**src/rtl/sra_pkg.sv**
```systemverilog
// Shared constants, operation and status codes, and control structs of the stack ALU.
package sra_pkg;

    localparam int STACK_DEPTH = 256;
    localparam int REG_COUNT   = 16;
    localparam int WORD_WIDTH  = 32;

    localparam int CMD_W   = 4;
    localparam int IDX_W   = 8;
    localparam int VAL_W   = 32;
    localparam int ST_W    = 2;
    localparam int DEPTH_W = 8;

    typedef enum logic [CMD_W-1:0] {
        CMD_PUSH_VAL = 4'd0,
        CMD_PUSH_REG = 4'd1,
        CMD_POP      = 4'd2,
        CMD_ADD      = 4'd3,
        CMD_SUB      = 4'd4,
        CMD_MUL      = 4'd5,
        CMD_DIV      = 4'd6,
        CMD_SET      = 4'd7,
        CMD_PEEK     = 4'd8
    } t_cmd;

    typedef enum logic [ST_W-1:0] {
        ST_OK        = 2'd0,
        ST_UNDERFLOW = 2'd1,
        ST_DIV_ZERO  = 2'd2,
        ST_BAD_INDEX = 2'd3
    } t_status;

    typedef struct packed {
        logic load;
        logic md_start;
        logic finish;
    } t_ctl;

    typedef struct packed {
        logic need_md;
        logic md_done;
    } t_dp_stat;

endpackage

```
**src/rtl/sra_ctrl.sv**
```systemverilog
// Controller state machine: accept, operand read, execute, multiply/divide wait.
module sra_ctrl (
    input  logic              i_clk,
    input  logic              i_rst_n,
    input  logic              i_start,
    input  sra_pkg::t_dp_stat i_stat,
    output logic              o_busy,
    output sra_pkg::t_ctl     o_ctl
);

    typedef enum logic [1:0] {
        S_IDLE,
        S_READ,
        S_EXEC,
        S_MULDIV
    } t_state;

    t_state r_state;
    logic   r_busy;

    always_comb begin
        o_ctl.load     = (r_state == S_IDLE) && i_start;
        o_ctl.md_start = (r_state == S_EXEC) && i_stat.need_md;
        o_ctl.finish   = ((r_state == S_EXEC) && !i_stat.need_md)
                      || ((r_state == S_MULDIV) && i_stat.md_done);
    end

    always_ff @(posedge i_clk) begin
        if (!i_rst_n) begin
            r_state <= S_IDLE;
            r_busy  <= 1'b0;
        end else begin
            unique case (r_state)
                S_IDLE: begin
                    if (i_start) begin
                        r_state <= S_READ;
                        r_busy  <= 1'b1;
                    end
                end
                S_READ: begin
                    r_state <= S_EXEC;
                end
                S_EXEC: begin
                    if (i_stat.need_md) begin
                        r_state <= S_MULDIV;
                    end else begin
                        r_state <= S_IDLE;
                        r_busy  <= 1'b0;
                    end
                end
                S_MULDIV: begin
                    if (i_stat.md_done) begin
                        r_state <= S_IDLE;
                        r_busy  <= 1'b0;
                    end
                end
                default: begin
                    r_state <= S_IDLE;
                    r_busy  <= 1'b0;
                end
            endcase
        end
    end

    assign o_busy = r_busy;

endmodule

```
**config.mk**
```make
export PLATFORM = sky130hd
export DESIGN_NAME = sra_ctrl
export DESIGN_NICKNAME = d
export VERILOG_FILES = /design/src/rtl/sra_pkg.sv /design/src/rtl/sra_ctrl.sv
export SDC_FILE = /design/constraint.sdc
export NUM_CORES = 1
export LEC_CHECK = 0
export BUFFER_PORTS_ARGS = -buffer_cell sky130_fd_sc_hd__clkbuf_2
export CAP_MARGIN = 20
export CORE_AREA = 8 8 45 47
export DETAILED_ROUTE_END_ITERATION = 16
export DIE_AREA = 0 0 53 55
export SKIP_LAST_GASP = 1
export SLEW_MARGIN = 0
export SYNTH_ARGS = -nofsm -noshare
export SYNTH_HDL_FRONTEND = slang
export SYNTH_SLANG_ARGS = --single-unit
export TNS_END_PERCENT = 5
```
**constraint.sdc**
```tcl
create_clock -name i_clk -period 0.9 [get_ports i_clk]
set_input_delay 0.045 -clock i_clk [delete_from_list [all_inputs] [get_ports i_clk]]
set_output_delay 0.045 -clock i_clk [all_outputs]
set_load 0.02 [all_outputs]
```
Word-level counts from Yosys, hierarchy flattened
Cells that the tools add are included.

Register bits: 3. Word-level logic and storage cells: 26. Output and inout port bits: 4. Input bits: 5.

Mux-type cells: 8. Reductions and logical operators: 10. Eq/ne operators: 6.

Operators with widths (count): $pmux W2 S4 (1); $mux W2 (3); $ne A2 B2 Y1 const B (3); $eq A2 B2 Y1 const B (2); $logic_and A1 B1 Y1 (4); $reduce_and A4 Y1 (1); $mux W1 (3); $pmux W1 S3 (1); $reduce_bool A3 Y1 (1); $eq A2 B1 Y1 const B (1); $logic_not A2 Y1 (1); $reduce_and A2 Y1 (1); $logic_not A1 Y1 (1); $logic_or A1 B1 Y1 (1).

Logic depth before layout (Yosys ltp)
Depth in word-level cells: 3. Gate-level depth with buffers: 3. Gate-level depth less buffers: 3.

Least setup slack after synthesis
No wires, ideal clock.

Kind: reg2reg. From: register r_state[1]. To: register r_state[0]. Cell stages (with the launch flop): 4. Setup slack: -0.286 ns. Path buffers: 0. Clock period less this slack: 1.186 ns. Setup time: 0.074 ns. Data required time: 0.826 ns. Arrival time: 1.112 ns. Cell sequence: dfxtp_1 nor3b_1 nand2_1 o21ai_0.

Word-level cells in the longest chain between the ends: 3. Elaborated cells between the ends (all ways): 8. Those cells by class: eq/ne: 5; mux: 1; reduce/logical: 2.

Ends and longest elaborated chain: from (decl) (line sra_ctrl.sv:18) `t_state r_state;`; from (signal assigned) (line sra_ctrl.sv:30) `r_state <= S_IDLE;`; from (signal assigned) (line sra_ctrl.sv:36) `r_state <= S_READ;`; from (signal assigned) (line sra_ctrl.sv:41) `r_state <= S_EXEC;`; $eq A2 B2 Y1 or $logic_not A2 Y1 (tied branches) (line sra_ctrl.sv:33) `unique case (r_state)`; $ne A2 B2 Y1 (no source line); $reduce_and A2 Y1 (no source line).

Several ways; a longest one is shown, not always the timed one. A chain may end at the register's enable or synchronous reset.

==> flow_summary.yaml <==
synth:
  syn_inst: 19
  syn_nets: 24
  seq_area_frac_synth_pct: 38.1
  synth_seq_cells: 3
  synth_area_sq_um: 158
  ys.warnings.count: 0
  netlist-cell-type-count: 11
  syn_avg_cell_area_sq_um: 8.30
clocking:
  cts_buffers: 3
  cts_root_buf: "clkbuf_4"
  ctsHoldBuffers: 0
  cts_tree: "done"
  htreeDepth: 1
  clock_latency_ps: 230
  cts.clk_slew.worst_paths_ps: 40
  clk_path_buf_depth: 2
  clock_sinks: 3
drt:
  drc_errors: 0
  ant_nets: 0
  vias: 178
  drt_wl_total_um: 481
  avgRoutedWirePerCell_um: 9.43
  initialDrtViolationCount: 2
  first_pass_iters: 3
  vias_per_cell: 3.49
final_layout:
  multi_input_area_sq_um: 110
  nNetsFinal: 41
  layout-drive-gt1-share_pct: 68.6
  ff_latch_area_sq_um: 62.6
  synthToLayoutAreaGrowth_pct: 102
  fin_area_sq_um: 319
  fillers: 153
  antenna_cells: 0
  final_common_cell: "clkbuf_2"
  final_cell_mix: "clkbuf_2 (6), nand2_1 (3), clkbuf_4 (3), buf_4 (3)"
global_routing:
  overflow: 0
  grt_pass1_wl_um: 731
  grt_pass1_vias: 191
  track_usage_pct: 4.09
  grt_max_degree: 8
  grt_antenna_before_repair: 0
power_and_ir_drop:
  power_mw: 0.544
  p_leak_nw: 0.139
  peakVddDrop_uv: 425
  power_density_nw_per_um2: 1710
sta:
  fin_ws_ps: -211
  period_needed_ps: 1110
  clock_skew_ps: 4.76
  holdWs_ps: 57.0
  rsz0062_at_grt: "true"
  finalHoldViolCount: 0
  layout_worst_path_cycle_share_pct: 123
  max_slew_margin_pct: 86.9
  worstMarginPinSlew_ps: 195
  final_max_slew_viol_count: 0
  finalSetupViolCount: 5
  fmax_mhz: 900
hold_path:
  min_path_cells: 3
  hold-path-endpoint: "r_state[0]"
  hp-class: "input port to register"
  hold_start: "i_rst_n"
critical_path:
  regToRegEndpoint: "r_state[0]"
  endpoint_kind: "primary output"
  worstPathRequired_ps: 850
  worst-r2r-cell-count: 5
  cp.arrival_ps: 1070
  r2r_slack_ps: -60
  crit_fanout: 4
  cp-start-kind: "register"
  r2r-start: "r_state[0]"
  crit_type: "register to primary output"
placement:
  io_buffers: 8
  hpwl_um: 391
  placed_area_sq_um: 244
  place_ws_ps: -71.2
  gp_congestion: 0.619
die:
  fp.dieW_um: 53
  dieHeight_um: 55
  core_region_area_sq_um: 1380
  start_util_pct: 11.4
  ios: 9
  rows: 14
  die-area_sq_um: 2920
job:
  max-cap-violations: 0
run_status:
  status: "finished with violations"
  violations: "negative setup slack"
==> what timing repair did <==
item | CTS | global route
setup buffers | 1 | 1
pin swaps | 0 | 2
setup endpoints to repair | 5 | 6
resized for setup | 9 | 3
gates cloned | 0 | 0
==> state kept, by name, indices dropped and copies added, names as in the netlist <==
signal and flops:
o_busy 1, r_state 2
==> cells by family after synthesis <==
family / share of synthesized area, %
AO/OA/AOI/OAI: 26.2
buffers and inverters: 4.76
AND/OR/NAND/NOR: 31.0
flip-flops: 38.1
==> per-layer routing <==
metal  GRT usage [%]  share of wire [%]  vias to the layer above
li1                -                  -                       95
met1            3.03                 37                       78
met2            5.47                 50                        5
met3            3.21                 13                        0
met4            6.47                  0                        0
met5               0                  0                        -
==> how the worst max path moves through the flow <==
stage,start,to,slack [ps],cells after the start
after floorplan,r_state[0],r_state[1],-40,3
after global placement,r_state[0],o_ctl[0],-60,4
after detailed placement,r_state[0],o_ctl[0],-70,4
after CTS,r_state[0],o_ctl[0],-230,4
after global routing,r_state[0],o_ctl[0],-250,4
final,r_state[0],o_ctl[0],-210,4
==> worst max-delay path: stages (launching register included) <==
cell and delay, ps:
dfxtp_2 330, nor2b_4 120, a21oi_2 120, and2_4 160, buf_8 100
==> where the power goes <==
group | total [mW] | internal, mW | switching (mW)
clock network | 0.241 | 0.166 | 0.0744
logic | 0.139 | 0.0792 | 0.0602
registers | 0.164 | 0.148 | 0.0160
==> synthesized netlist by cell type <==
library cell	n	share of area, %
and2_2	1	4.8
nor3b_1	1	4.8
a211oi_2	1	7.9
o21ai_0	2	6.3
nand2_1	3	7.1
inv_1	2	4.8
and3b_2	1	6.3
nor2b_1	2	7.9
dfxtp_1	3	38
a21oi_2	1	5.6
a21oi_1	2	6.3
==> metrics by stage <==
step                setup TNS, ps  cells  util [%]
finish                       -674     51      23.1
global route                 -934     51      23.1
CTS                          -663     50      22.2
detailed placement           -109     45      17.6
global placement            -99.8     45      17.6
floorplan                   -36.6     19         -
==> layout make-up <==
class	instances	share of cell area [%]
inverter	2	2.35
timing repair buffer	12	29.0
multi-input combinational	14	34.5
sequential	3	19.6
clock buffer	4	8.24
tap	16	6.27
Power figures use the tool's default switching activity.
